==> src/pds_pkg.sv <==
`default_nettype none

package pds_pkg;

    localparam int TIME_W = 48;
    localparam int IV_W   = 32;
    localparam int SLOT_W = 4;
    localparam int FUNC_W = 2;

    localparam logic [TIME_W-1:0] TIME_MAX = {TIME_W{1'b1}};

    typedef enum logic [FUNC_W-1:0] {
        FN_REGISTER   = 2'd0,
        FN_UNREGISTER = 2'd1,
        FN_TICK       = 2'd2,
        FN_RECONNECT  = 2'd3
    } func_t;

    localparam logic KIND_SAMPLE = 1'b0;
    localparam logic KIND_REVAL  = 1'b1;

    typedef enum logic [2:0] {
        ST_IDLE,
        ST_SCAN,
        ST_CALC,
        ST_UPD,
        ST_REVAL,
        ST_SAMPLE
    } state_t;

    // Best-so-far candidate handed from cell to cell during a scan
    typedef struct packed {
        logic              valid;
        logic [TIME_W-1:0] due;
        logic [IV_W-1:0]   iv;
    } cand_t;

endpackage

`default_nettype wire

==> src/pds_cell.sv <==
`default_nettype none

module pds_cell #(
    parameter int IDX_W = 4,
    parameter int IDX   = 0
) (
    input  wire logic                        clk,
    input  wire logic                        rst_n,
    input  wire logic [IDX_W-1:0]            sel_idx,
    input  wire logic                        reg_en,
    input  wire logic                        unreg_en,
    input  wire logic                        upd_en,
    input  wire logic [pds_pkg::TIME_W-1:0]  wr_due,
    input  wire logic [pds_pkg::IV_W-1:0]    wr_iv,
    input  wire logic                        tok_in,
    input  wire pds_pkg::cand_t              cand_in,
    input  wire logic [IDX_W-1:0]            idx_in,
    output logic                             tok_out,
    output pds_pkg::cand_t                   cand_out,
    output logic [IDX_W-1:0]                 idx_out,
    output logic                             entry_valid
);

    localparam logic [IDX_W-1:0] MY_IDX = IDX_W'(IDX);

    logic                       valid_reg;
    logic                       valid_next;
    logic [pds_pkg::TIME_W-1:0] due_reg;
    logic [pds_pkg::TIME_W-1:0] due_next;
    logic [pds_pkg::IV_W-1:0]   iv_reg;
    logic [pds_pkg::IV_W-1:0]   iv_next;
    logic                       tok_reg;
    pds_pkg::cand_t             cand_reg;
    pds_pkg::cand_t             cand_next;
    logic [IDX_W-1:0]           idx_reg;
    logic [IDX_W-1:0]           idx_next;
    logic                       hit;
    logic                       take;

    assign hit = (sel_idx == MY_IDX);

    // Strict compare: an earlier cell wins ties, giving lowest slot first
    assign take = valid_reg && (!cand_in.valid || (due_reg < cand_in.due));

    always_comb
    begin
        valid_next = valid_reg;
        due_next   = due_reg;
        iv_next    = iv_reg;
        if (hit && reg_en)
        begin
            valid_next = 1'b1;
            due_next   = wr_due;
            iv_next    = wr_iv;
        end
        else if (hit && unreg_en)
        begin
            valid_next = 1'b0;
        end
        else if (hit && upd_en)
        begin
            due_next = wr_due;
        end

        if (take)
        begin
            cand_next.valid = 1'b1;
            cand_next.due   = due_reg;
            cand_next.iv    = iv_reg;
            idx_next        = MY_IDX;
        end
        else
        begin
            cand_next = cand_in;
            idx_next  = idx_in;
        end
    end

    always_ff @(posedge clk or negedge rst_n)
    begin
        if (!rst_n)
        begin
            valid_reg <= 1'b0;
            tok_reg   <= 1'b0;
        end
        else
        begin
            valid_reg <= valid_next;
            tok_reg   <= tok_in;
        end
    end

    always_ff @(posedge clk)
    begin
        due_reg  <= due_next;
        iv_reg   <= iv_next;
        cand_reg <= cand_next;
        idx_reg  <= idx_next;
    end

    assign tok_out     = tok_reg;
    assign cand_out    = cand_reg;
    assign idx_out     = idx_reg;
    assign entry_valid = valid_reg;

endmodule

`default_nettype wire

==> src/periodic_deadline_scheduler.sv <==
// Register, unregister and reconnect requests, and a tick while disconnected, finish in idle.
// A connected tick scans, passes the calc and update states if the best entry is due, walks
// the slots for revalidates (held while the output stalls), then gives the sample if due.
// The scan length is set by the chain of ENTRIES cells, one cell per cycle.
// Reset clears all entry valid bits, the reconnect flag, the FSM and the output valid flag;
// due times and intervals are left as they are, there is no clearing pass.
`default_nettype none

module periodic_deadline_scheduler #(
    parameter int ENTRIES = 16
) (
    input  wire logic                        clk,
    input  wire logic                        rst_n,
    input  wire logic                        in_valid,
    output logic                             in_ready,
    input  wire logic [pds_pkg::FUNC_W-1:0]  func,
    input  wire logic [pds_pkg::SLOT_W-1:0]  slot,
    input  wire logic [pds_pkg::IV_W-1:0]    interval_ms,
    input  wire logic [pds_pkg::TIME_W-1:0]  now_ms,
    input  wire logic                        connected,
    output logic                             out_valid,
    input  wire logic                        out_ready,
    output logic                             kind,
    output logic [pds_pkg::SLOT_W-1:0]       fired_slot,
    output logic                             last
);

    localparam int IDX_W = (ENTRIES > 1) ? $clog2(ENTRIES) : 1;
    localparam int SUM_W = pds_pkg::TIME_W + 1;

    // ------------------------------------------------------------------
    // Cell chain: a candidate plus a token ride from cell 0 to the end,
    // one cell per cycle, each cell swapping in its own entry when earlier.
    // ------------------------------------------------------------------
    logic                 tok_chain  [0:ENTRIES];
    pds_pkg::cand_t       cand_chain [0:ENTRIES];
    logic [IDX_W-1:0]     idx_chain  [0:ENTRIES];
    logic [ENTRIES-1:0]   valid_vec;

    logic                       cell_reg_en;
    logic                       cell_unreg_en;
    logic                       cell_upd_en;
    logic [IDX_W-1:0]           cell_sel;
    logic [pds_pkg::TIME_W-1:0] cell_due;

    pds_pkg::state_t            state_reg;
    pds_pkg::state_t            state_next;

    logic [pds_pkg::TIME_W-1:0] now_reg;
    logic [pds_pkg::TIME_W-1:0] now_next;
    logic                       pend_reg;
    logic                       pend_next;
    logic [ENTRIES-1:0]         rem_reg;
    logic [ENTRIES-1:0]         rem_next;
    logic [IDX_W-1:0]           walk_reg;
    logic [IDX_W-1:0]           walk_next;
    logic                       fire_reg;
    logic                       fire_next;
    logic [pds_pkg::TIME_W-1:0] best_due_reg;
    logic [pds_pkg::TIME_W-1:0] best_due_next;
    logic [pds_pkg::IV_W-1:0]   best_iv_reg;
    logic [pds_pkg::IV_W-1:0]   best_iv_next;
    logic [IDX_W-1:0]           best_idx_reg;
    logic [IDX_W-1:0]           best_idx_next;
    logic [SUM_W-1:0]           sum_due_reg;
    logic [SUM_W-1:0]           sum_due_next;
    logic [SUM_W-1:0]           sum_now_reg;
    logic [SUM_W-1:0]           sum_now_next;

    logic                       out_valid_reg;
    logic                       out_valid_next;
    logic                       kind_reg;
    logic                       kind_next;
    logic [pds_pkg::SLOT_W-1:0] fired_slot_reg;
    logic [pds_pkg::SLOT_W-1:0] fired_slot_next;
    logic                       last_reg;
    logic                       last_next;

    logic                       in_acc;
    logic                       out_free;
    logic                       slot_ok;
    logic                       start_scan;
    logic                       scan_done;
    logic [ENTRIES-1:0]         walk_bit;
    logic [ENTRIES-1:0]         rem_clr;
    logic                       walk_hit;
    logic                       load_reval;
    logic                       load_sample;
    logic [pds_pkg::IV_W-1:0]   step;
    logic [SUM_W-1:0]           new_due_raw;
    logic [pds_pkg::TIME_W-1:0] new_due;

    assign tok_chain[0]  = start_scan;
    assign cand_chain[0] = '0;
    assign idx_chain[0]  = '0;

    for (genvar g = 0; g < ENTRIES; g++)
    begin : g_cell
        pds_cell #(
            .IDX_W (IDX_W),
            .IDX   (g)
        ) u_cell (
            .clk         (clk),
            .rst_n       (rst_n),
            .sel_idx     (cell_sel),
            .reg_en      (cell_reg_en),
            .unreg_en    (cell_unreg_en),
            .upd_en      (cell_upd_en),
            .wr_due      (cell_due),
            .wr_iv       (interval_ms),
            .tok_in      (tok_chain[g]),
            .cand_in     (cand_chain[g]),
            .idx_in      (idx_chain[g]),
            .tok_out     (tok_chain[g+1]),
            .cand_out    (cand_chain[g+1]),
            .idx_out     (idx_chain[g+1]),
            .entry_valid (valid_vec[g])
        );
    end

    // ------------------------------------------------------------------
    // Handshake helpers
    // ------------------------------------------------------------------
    assign in_acc    = in_valid && in_ready;
    assign out_free  = !out_valid_reg || out_ready;
    assign slot_ok   = ({{(32 - pds_pkg::SLOT_W){1'b0}}, slot} < 32'(ENTRIES));
    assign scan_done = tok_chain[ENTRIES];

    // Revalidate walk: current slot and what remains after it
    assign walk_bit = ENTRIES'(1) << walk_reg;
    assign rem_clr  = rem_reg & ~walk_bit;
    assign walk_hit = |(rem_reg & walk_bit);

    // Deadline advance: step is max(interval, 1); catch up past now if behind; saturate to the time range
    assign step        = (best_iv_reg == '0) ? pds_pkg::IV_W'(1) : best_iv_reg;
    assign new_due_raw = (sum_due_reg > {1'b0, now_reg}) ? sum_due_reg : sum_now_reg;
    assign new_due     = (new_due_raw > {1'b0, pds_pkg::TIME_MAX}) ?
                         pds_pkg::TIME_MAX : new_due_raw[pds_pkg::TIME_W-1:0];

    // ------------------------------------------------------------------
    // Next state
    // ------------------------------------------------------------------
    always_comb
    begin
        state_next = state_reg;
        case (state_reg)
            pds_pkg::ST_IDLE:
            begin
                if (in_acc && (pds_pkg::func_t'(func) == pds_pkg::FN_TICK) && connected)
                    state_next = pds_pkg::ST_SCAN;
            end
            pds_pkg::ST_SCAN:
            begin
                if (scan_done)
                    state_next = fire_next ? pds_pkg::ST_CALC : pds_pkg::ST_REVAL;
            end
            pds_pkg::ST_CALC:
            begin
                state_next = pds_pkg::ST_UPD;
            end
            pds_pkg::ST_UPD:
            begin
                state_next = pds_pkg::ST_REVAL;
            end
            pds_pkg::ST_REVAL:
            begin
                if (rem_reg == '0)
                    state_next = fire_reg ? pds_pkg::ST_SAMPLE : pds_pkg::ST_IDLE;
            end
            pds_pkg::ST_SAMPLE:
            begin
                if (out_free)
                    state_next = pds_pkg::ST_IDLE;
            end
            default:
            begin
                state_next = pds_pkg::ST_IDLE;
            end
        endcase
    end

    // ------------------------------------------------------------------
    // FSM outputs
    // ------------------------------------------------------------------
    always_comb
    begin
        in_ready      = 1'b0;
        start_scan    = 1'b0;
        cell_reg_en   = 1'b0;
        cell_unreg_en = 1'b0;
        cell_upd_en   = 1'b0;
        cell_sel      = IDX_W'(slot);
        cell_due      = now_ms;
        load_reval    = 1'b0;
        load_sample   = 1'b0;
        case (state_reg)
            pds_pkg::ST_IDLE:
            begin
                in_ready = 1'b1;
                if (in_acc && slot_ok)
                begin
                    cell_reg_en   = (pds_pkg::func_t'(func) == pds_pkg::FN_REGISTER);
                    cell_unreg_en = (pds_pkg::func_t'(func) == pds_pkg::FN_UNREGISTER);
                end
                start_scan = in_acc && (pds_pkg::func_t'(func) == pds_pkg::FN_TICK)
                             && connected;
            end
            pds_pkg::ST_UPD:
            begin
                // write the advanced deadline back into the winning cell
                cell_upd_en = 1'b1;
                cell_sel    = best_idx_reg;
                cell_due    = new_due;
            end
            pds_pkg::ST_REVAL:
            begin
                load_reval = walk_hit && out_free;
            end
            pds_pkg::ST_SAMPLE:
            begin
                load_sample = out_free;
            end
            default:
            begin
                in_ready = 1'b0;
            end
        endcase
    end

    // ------------------------------------------------------------------
    // Datapath next values
    // ------------------------------------------------------------------
    always_comb
    begin
        now_next        = now_reg;
        pend_next       = pend_reg;
        rem_next        = rem_reg;
        walk_next       = walk_reg;
        fire_next       = fire_reg;
        best_due_next   = best_due_reg;
        best_iv_next    = best_iv_reg;
        best_idx_next   = best_idx_reg;
        sum_due_next    = sum_due_reg;
        sum_now_next    = sum_now_reg;
        out_valid_next  = out_valid_reg && !out_ready;
        kind_next       = kind_reg;
        fired_slot_next = fired_slot_reg;
        last_next       = last_reg;

        if (in_acc)
        begin
            if (pds_pkg::func_t'(func) == pds_pkg::FN_RECONNECT)
                pend_next = 1'b1;
            if (start_scan)
            begin
                // snapshot the walk now and drop the reconnect flag
                now_next  = now_ms;
                pend_next = 1'b0;
                rem_next  = pend_reg ? valid_vec : '0;
                walk_next = '0;
            end
        end

        if ((state_reg == pds_pkg::ST_SCAN) && scan_done)
        begin
            fire_next     = cand_chain[ENTRIES].valid && (cand_chain[ENTRIES].due <= now_reg);
            best_due_next = cand_chain[ENTRIES].due;
            best_iv_next  = cand_chain[ENTRIES].iv;
            best_idx_next = idx_chain[ENTRIES];
        end

        if (state_reg == pds_pkg::ST_CALC)
        begin
            sum_due_next = {1'b0, best_due_reg} + SUM_W'(step);
            sum_now_next = {1'b0, now_reg} + SUM_W'(step);
        end

        if ((state_reg == pds_pkg::ST_REVAL) && (rem_reg != '0))
        begin
            // skip empty slots; hold on a valid one while the output stalls
            if (!walk_hit || out_free)
            begin
                walk_next = walk_reg + IDX_W'(1);
                rem_next  = rem_clr;
            end
        end

        if (load_reval)
        begin
            out_valid_next  = 1'b1;
            kind_next       = pds_pkg::KIND_REVAL;
            fired_slot_next = pds_pkg::SLOT_W'(walk_reg);
            last_next       = !fire_reg && (rem_clr == '0);
        end
        else if (load_sample)
        begin
            out_valid_next  = 1'b1;
            kind_next       = pds_pkg::KIND_SAMPLE;
            fired_slot_next = pds_pkg::SLOT_W'(best_idx_reg);
            last_next       = 1'b1;
        end
    end

    always_ff @(posedge clk or negedge rst_n)
    begin
        if (!rst_n)
        begin
            state_reg     <= pds_pkg::ST_IDLE;
            pend_reg      <= 1'b0;
            rem_reg       <= '0;
            walk_reg      <= '0;
            fire_reg      <= 1'b0;
            out_valid_reg <= 1'b0;
        end
        else
        begin
            state_reg     <= state_next;
            pend_reg      <= pend_next;
            rem_reg       <= rem_next;
            walk_reg      <= walk_next;
            fire_reg      <= fire_next;
            out_valid_reg <= out_valid_next;
        end
    end

    always_ff @(posedge clk)
    begin
        now_reg        <= now_next;
        best_due_reg   <= best_due_next;
        best_iv_reg    <= best_iv_next;
        best_idx_reg   <= best_idx_next;
        sum_due_reg    <= sum_due_next;
        sum_now_reg    <= sum_now_next;
        kind_reg       <= kind_next;
        fired_slot_reg <= fired_slot_next;
        last_reg       <= last_next;
    end

    assign out_valid  = out_valid_reg;
    assign kind       = kind_reg;
    assign fired_slot = fired_slot_reg;
    assign last       = last_reg;

endmodule

`default_nettype wire

==> config.mk <==
export PLATFORM = sky130hd
export DESIGN_NAME = periodic_deadline_scheduler
export DESIGN_NICKNAME = d
export VERILOG_FILES = /design/src/pds_pkg.sv /design/src/pds_cell.sv /design/src/periodic_deadline_scheduler.sv
export SDC_FILE = /design/constraint.sdc
export NUM_CORES = 2
export LEC_CHECK = 0
export ABC_AREA = 1
export BUFFER_PORTS_ARGS = -buffer_cell sky130_fd_sc_hd__buf_2
export CAP_MARGIN = 10
export CORE_UTILIZATION = 40
export CTS_CLUSTER_SIZE = 20
export DETAILED_ROUTE_END_ITERATION = 6
export PLACE_DENSITY = 0.56
export SKIP_CTS_REPAIR_TIMING = 1
export SYNTH_ARGS = -nofsm -noshare
export SYNTH_HDL_FRONTEND = slang
export SYNTH_HIERARCHICAL = 1
export SYNTH_SLANG_ARGS = --single-unit
==> constraint.sdc <==
create_clock -name clk -period 20.6 [get_ports clk]
set_input_delay 4.12 -clock clk [delete_from_list [all_inputs] [get_ports clk]]
set_output_delay 4.12 -clock clk [all_outputs]
set_load 0.005 [all_outputs]
* After elaboration in Yosys (flattened, before gate mapping)
Index checks and enable logic that the tools add are counted.
Word-level totals: bits in registers 2919, latch bits 0, bits in writable memories 0, memory bits (read-only) 0, input port bits 91, output and inout bits 8, logic and storage cells 515, memories 0
Cells by class: $add $sub $neg 3, multiply operators 0, div/mod/pow operators 0, $lt $le $gt $ge 18, equal/unequal tests 43, shift operators 1, muxes and demuxes 136, bitwise logic cells 3, reduce and logical (&&, ||, !) cells 169
Operators by type and width (number):
- 48-bit two-way mux | 50
- 80-bit two-way mux | 15
- 48-bit < comparator | 15
- 48-bit by 32-bit adder with 49-bit output | 2
- 81-bit two-way mux | 1
- 16-bit two-way mux | 5
- 1-bit logical AND | 72
- 2-bit nonzero test | 34
- 49-bit by 48-bit > comparator with 1-bit output | 1
- 49-bit by 48-bit > comparator with 1-bit output, second input constant | 1
- 1-bit two-way mux | 49
- 49-bit two-way mux | 1
- 48-bit less-or-equal comparator | 1
- 2-bit AND reduction | 18
- 2-bit by 1-bit != test with 1-bit output, second input constant | 17
- 16-bit bitwise AND | 2
- 4-bit equality test, second input constant | 8
- 16-bit logical NOT | 2
- 32-bit logical NOT | 1
- 32-bit two-way mux | 1
- 4-bit two-way mux | 7
- 1-bit logical NOT | 19
- 3-bit two-way mux | 6
- 3-bit case mux with 6 select lines | 1
- other kinds (19) | 44

* Depth between registers and ports, before layout
depth in word-level cells 10, depth in mapped cells 20, mapped depth without buffers 19

* Cells and area by module
The synthesis kept the hierarchy.
By module, submodules not included:
- pds_cell (g_cell[10].u_cell ...) | instances 6, cells each 663, area each 6765.2 µm², seq. area each 4154.0 µm²
- pds_cell (g_cell[1].u_cell ...) | instances 4, cells each 661, area each 7129.3 µm², seq. area each 4154.0 µm²
- pds_cell (g_cell[11].u_cell ...) | instances 4, cells each 664, area each 6648.9 µm², seq. area each 4154.0 µm²
- periodic_deadline_scheduler | instances 1, cells each 2237, area each 18161.2 µm², seq. area each 7727.4 µm²
- pds_cell (g_cell[0].u_cell) | instances 1, cells each 660, area each 7044.3 µm², seq. area each 4154.0 µm²
- pds_cell (g_cell[15].u_cell) | instances 1, cells each 663, area each 6660.1 µm², seq. area each 4154.0 µm²

* Least setup slack after synthesis
Ideal clock, no wire load.
kind input port to flip-flop, start point input in_valid, end point register g_cell[10].u_cell/due_reg[0] (netlist bit), enable pin, setup time 0.455 ns, data arrival time 7.976 ns, required time 20.145 ns, setup slack 12.170 ns, stages 4, path buffers 0, cells stage by stage nand2_1 -> nor3_1 -> a21oi_1 -> nor2_1
Between the ends: cells in the longest elaborated chain, start to end 6, elaborated cells between the ends (all ways) 10, those cells by class eq/ne: 1; mux: 4; reduce/logical: 5
Ends and longest elaborated chain:
- from (decl) | line periodic_deadline_scheduler.sv:14 | input wire logic in_valid,
- 1-bit logical AND (*) | line periodic_deadline_scheduler.sv:124 | assign in_acc = in_valid && in_ready;
- 1-bit two-way mux (*) | line periodic_deadline_scheduler.sv:200 | if (in_acc && slot_ok)
- 1-bit two-way mux (*) | line periodic_deadline_scheduler.sv:196 | case (state_reg)
- via cell_reg_en | line periodic_deadline_scheduler.sv:40 | logic cell_reg_en;
- 1-bit logical AND (*) | line pds_cell.sv:50 | if (hit && reg_en)
- 2-bit by 1-bit != test with 1-bit output (no source line) / 2-bit nonzero test (equally long branches)
- 2-bit AND reduction (no source line) (*)
- to (signal assigned) | line pds_cell.sv:95 | due_reg <= due_next;
- to (decl) | line pds_cell.sv:28 | logic [pds_pkg::TIME_W-1:0] due_reg;
Mark *: on every way through the listed nets, which the timed path passes. The rest lies on a longest branch. A chain may end at the register's enable or synchronous reset.

* Worst setup path after layout
start point input slot[3] (netlist bit), end point register g_cell[15].u_cell/due_reg[26] (netlist bit), enable pin
Between the ends: cells in the longest elaborated chain, start to end 5, elaborated cells between the ends (all ways) 8, those cells by class eq/ne: 2; mux: 1; reduce/logical: 5
Ends and longest elaborated chain:
- from (decl) | line periodic_deadline_scheduler.sv:17 | input wire logic [pds_pkg::SLOT_W-1:0] slot,
- 4-bit two-way mux (*) | line periodic_deadline_scheduler.sv:196
- via cell_sel[3] | line periodic_deadline_scheduler.sv:43 | logic [IDX_W-1:0] cell_sel;
- 4-bit equality test (*) | line pds_cell.sv:40 | assign hit = (sel_idx == MY_IDX);
- 1-bit logical AND (on tied branches) | line pds_cell.sv:56, pds_cell.sv:60, pds_cell.sv:50
- 2-bit by 1-bit != test with 1-bit output (no source line) / 2-bit nonzero test (equally long branches)
- 2-bit AND reduction (no source line) (*)
- to (signal assigned) | line pds_cell.sv:95
- to (decl) | line pds_cell.sv:28
Marked as above.

==> results.py <==
metrics = {
    "outcome": {
        "outcome": "finished clean",
    },
    "critical_path": {
        "crit_chain": "buf_2, nand2_1, nand2_1, nand4_1, inv_1, nand2_1, inv_2, a31oi_1, inv_2",
        "crit_path_end_kind": "register",
        "startpoint": "slot[3]",
        "critPathSlowestCell": "inv_2",
        "worst-endpoint-required_ns": 21.05,
        "arrival_ns": 7.07,
        "crit_type": "input port to register",
        "cpPeakStageDelay_ns": 0.79,
        "critPathLaunchType": "input port",
        "cp_max_fo": 48,
        "r2r_start": "now_reg[24]",
        "r2r_end": "g_cell[4].u_cell/due_reg[8]",
        "cp_common_cell": "nand2_1",
        "reg2reg_slack_ns": 15.19,
        "ff2ff_path_depth": 16,
    },
    "power": {
        "pwr-share-comb_pct": 3.8,
        "sequentialPowerShare_pct": 50.9,
        "p_sw_share_pct": 21.5,
        "ir_worst_vdd_v": 0.0000635,
        "p_leak_nw": 64.2,
        "internal_power_mw": 9.79,
        "p_switching_mw": 2.68,
        "clkPwrFrac_pct": 45.3,
        "p_total_mw": 12.5,
        "p_per_area_nw_per_um2": 88.0,
    },
    "logic_synthesis": {
        "yosys-top-cells-area": "edfxtp_1 36%, dfxtp_1 21%, nand2_1 12%",
        "synthTopCellsByCount": "3977 x nand2_1, 1515 x edfxtp_1, 1377 x inv_1",
        "synth_top_area_share_pct": 35.7,
        "yosysMostFrequentCell": "nand2_1",
        "syn-cell-area_um2": 128000,
        "synthMuxAreaShare_pct": 0,
        "yosysTopAreaCell": "edfxtp_1",
        "synth_xor_area_share_pct": 0.618,
        "synthFlopType": "edfxtp_1",
        "ys_ff_latch": 2934,
        "synth_fa_ha_area_share_pct": 9.04,
        "synth_edf_count": 1515,
        "ys_types": 49,
        "synth_compound_area_share_pct": 3.51,
        "yosys_warnings": 6,
        "yosys.area_share.simple_pct": 21.9,
        "synth_top_family_by_area": "simple AND/OR/NAND/NOR gates",
        "synth-async-reset-ratio_pct": 1.98,
        "netlist_instances": 12800,
        "ys_seq_area_share_pct": 58.2,
        "syn_avg_cell_area_um2": 9.94,
    },
    "floorplan": {
        "rows": 206,
        "die_height_um": 567,
        "die_w_um": 567,
        "coreArea_um2": 316000,
        "start_util_pct": 40.4,
        "io-pin-count": 99,
        "die_area_um2": 321000,
    },
    "placement": {
        "portBuffers": 98,
        "post_dp_cell_area_um2": 131000,
        "pre_cts_ws_ns": 13.18,
        "dp_hpwl_mm": 215,
        "gp_congestion": 0.894,
    },
    "layout": {
        "fin_area_um2": 142000,
        "multi_input_comb_area_um2": 45400,
        "regArea_um2": 74200,
        "areaGrowthSynthToFinish_pct": 11.0,
        "largest_register_ffs": 1296,
        "nNetsFinal": 14000,
        "final_core_util_pct": 44.8,
        "filler_cell_count": 29700,
        "drive_above_1_share_pct": 9.33,
    },
    "timing": {
        "setup_tns_ns": 0,
        "setup_viol": 0,
        "maxSlewViolCount": 0,
        "hold_violations": 0,
        "worst_pin_slew_ns": 1.40,
        "fmax_ghz": 0.151,
        "fin_crit_ns": 6.62,
        "grt_setup_unrepaired": "false",
        "finalWorstSetupSlack_ns": 13.98,
        "min_period_over_period_pct": 32.1,
        "maxSlewHeadroom_pct": 6.53,
        "clock_skew_ns": 0.0604,
    },
    "route": {
        "wl_met1_mm": 143,
        "viasPerCell": 4.70,
        "ant_nets": 0,
        "num_vias": 81900,
        "wl_per_cell_um": 16.9,
        "highest-signal-layer": "met4",
        "drcViolationCount": 0,
        "route.met2.wl_mm": 129,
        "wl_met3_mm": 11.7,
        "firstDrtPassIters": 7,
        "routed_wl_mm": 294,
        "drt_iter0_drc": 5049,
    },
    "min_path": {
        "min_to": "g_cell[10].u_cell/tok_out",
        "hold_class": "register to register",
        "hold_start": "g_cell[9].u_cell/tok_out",
        "hold_path_depth": 0,
    },
    "clocking": {
        "root_buffer": "clkbuf_16",
        "path_clk_slew_ns": 0.06,
        "worstSkewPairLatency_ns": 0.87,
        "numCtsBuffers": 312,
        "cts_max_level": 5,
        "cts_sinks": 2934,
        "ctsLongestPathBuffers": 4,
        "cts_tree": "done",
    },
    "global_routing": {
        "grt-ovfl-total": 0,
        "grt_max_degree": 86,
        "grtUsageTotal_pct": 18.1,
        "grt_pass1_vias": 79800,
        "antenna_found_initial": 14,
        "grt_pass1_wl_mm": 460,
    },
    "flow_run": {
        "cap_viol_max_count": 0,
    },
}
[power by group through the flow]
stage          combinational, mW  sequential, mW  clock, mW
2_1_floorplan              0.338            6.44          0
3_3_place_gp               0.470            6.47          0
3_5_place_dp               0.479            6.47          0
4_1_cts                    0.482            6.34       5.78
5_1_grt                    0.559            6.36       6.00
6_report                   0.477            6.34       5.65
[final cells by class]
cell class | instances | share of cell area, %
inverter | 1381 | 3.66
antenna | 10 | 0.0177
multi-input combinational | 8160 | 32.0
timing repair buffer | 186 | 0.841
clock buffer | 432 | 6.24
clock inverter | 139 | 1.12
tap | 4160 | 3.67
sequential | 2934 | 52.4
[cell usage in the layout, fill, tap and decap left out, types with 20 or more instances in the layout]
cell type,n
nand2_2,148
clkinv_2,44
inv_1,1371
a21oi_1,490
dfrtp_1,42
o21bai_1,21
xor2_1,61
a21boi_0,36
dfxtp_1,1361
xnor2_1,29
nand3b_1,49
nor2_1,337
buf_2,98
a21o_1,26
ha_1,918
nor4_1,29
nand3_2,336
edfxtp_1,1515
buf_4,86
clkinv_1,32
bufinv_16,27
clkbuf_1,73
o21a_1,41
conb_1,134
nor3_1,83
clkbuf_8,37
o21ai_0,176
nand2_4,26
nand2_1,3977
clkbuf_16,322
nand3_1,1055
nand4_1,82
nor2_2,20
[how the worst max path moves through the flow]
stage	end	slack, ns	cells past startpoint
after global placement	g_cell[15].u_cell/due_reg[32]	13.14	9
after floorplan	g_cell[10].u_cell/due_reg[0]	12.17	4
final	g_cell[15].u_cell/due_reg[26]	13.98	9
after CTS	in_ready	13.98	4
after global routing	g_cell[15].u_cell/due_reg[26]	13.83	9
after detailed placement	g_cell[15].u_cell/due_reg[33]	13.18	9
[cells by family (layout without fill, tap and decap cells)]
family	Yosys count	count (layout)
and+or+nand+nor	6194	6194
DFF	2934	2934
buffers and inverters	1877	2138
adders and majority gates	920	920
AOI/OAI and AO/OA	822	822
xor gates and xnor gates	90	90
other	1	144
[metal layers]
metal	track usage, %	vias up
met4	6.11	0
met2	28.6	1516
met5	0	-
met3	2.02	488
li1	-	42300
met1	25.7	37500
[critical path: cells and delay by family]
family | cells | cell delay (ns)
buf+inv | 4 | 1.74
simple gates | 4 | 0.97
compound gates | 1 | 0.16
[stage by stage]
step / hold slack, ns / cells
after floorplan: 0.331 / 13000
after global placement: 0.332 / 16800
after detailed placement: 0.335 / 16800
after CTS: 0.343 / 17400
after global routing: 0.353 / 17400
final: 0.345 / 17400
No activity file was read; power rests on OpenSTA's default activity.
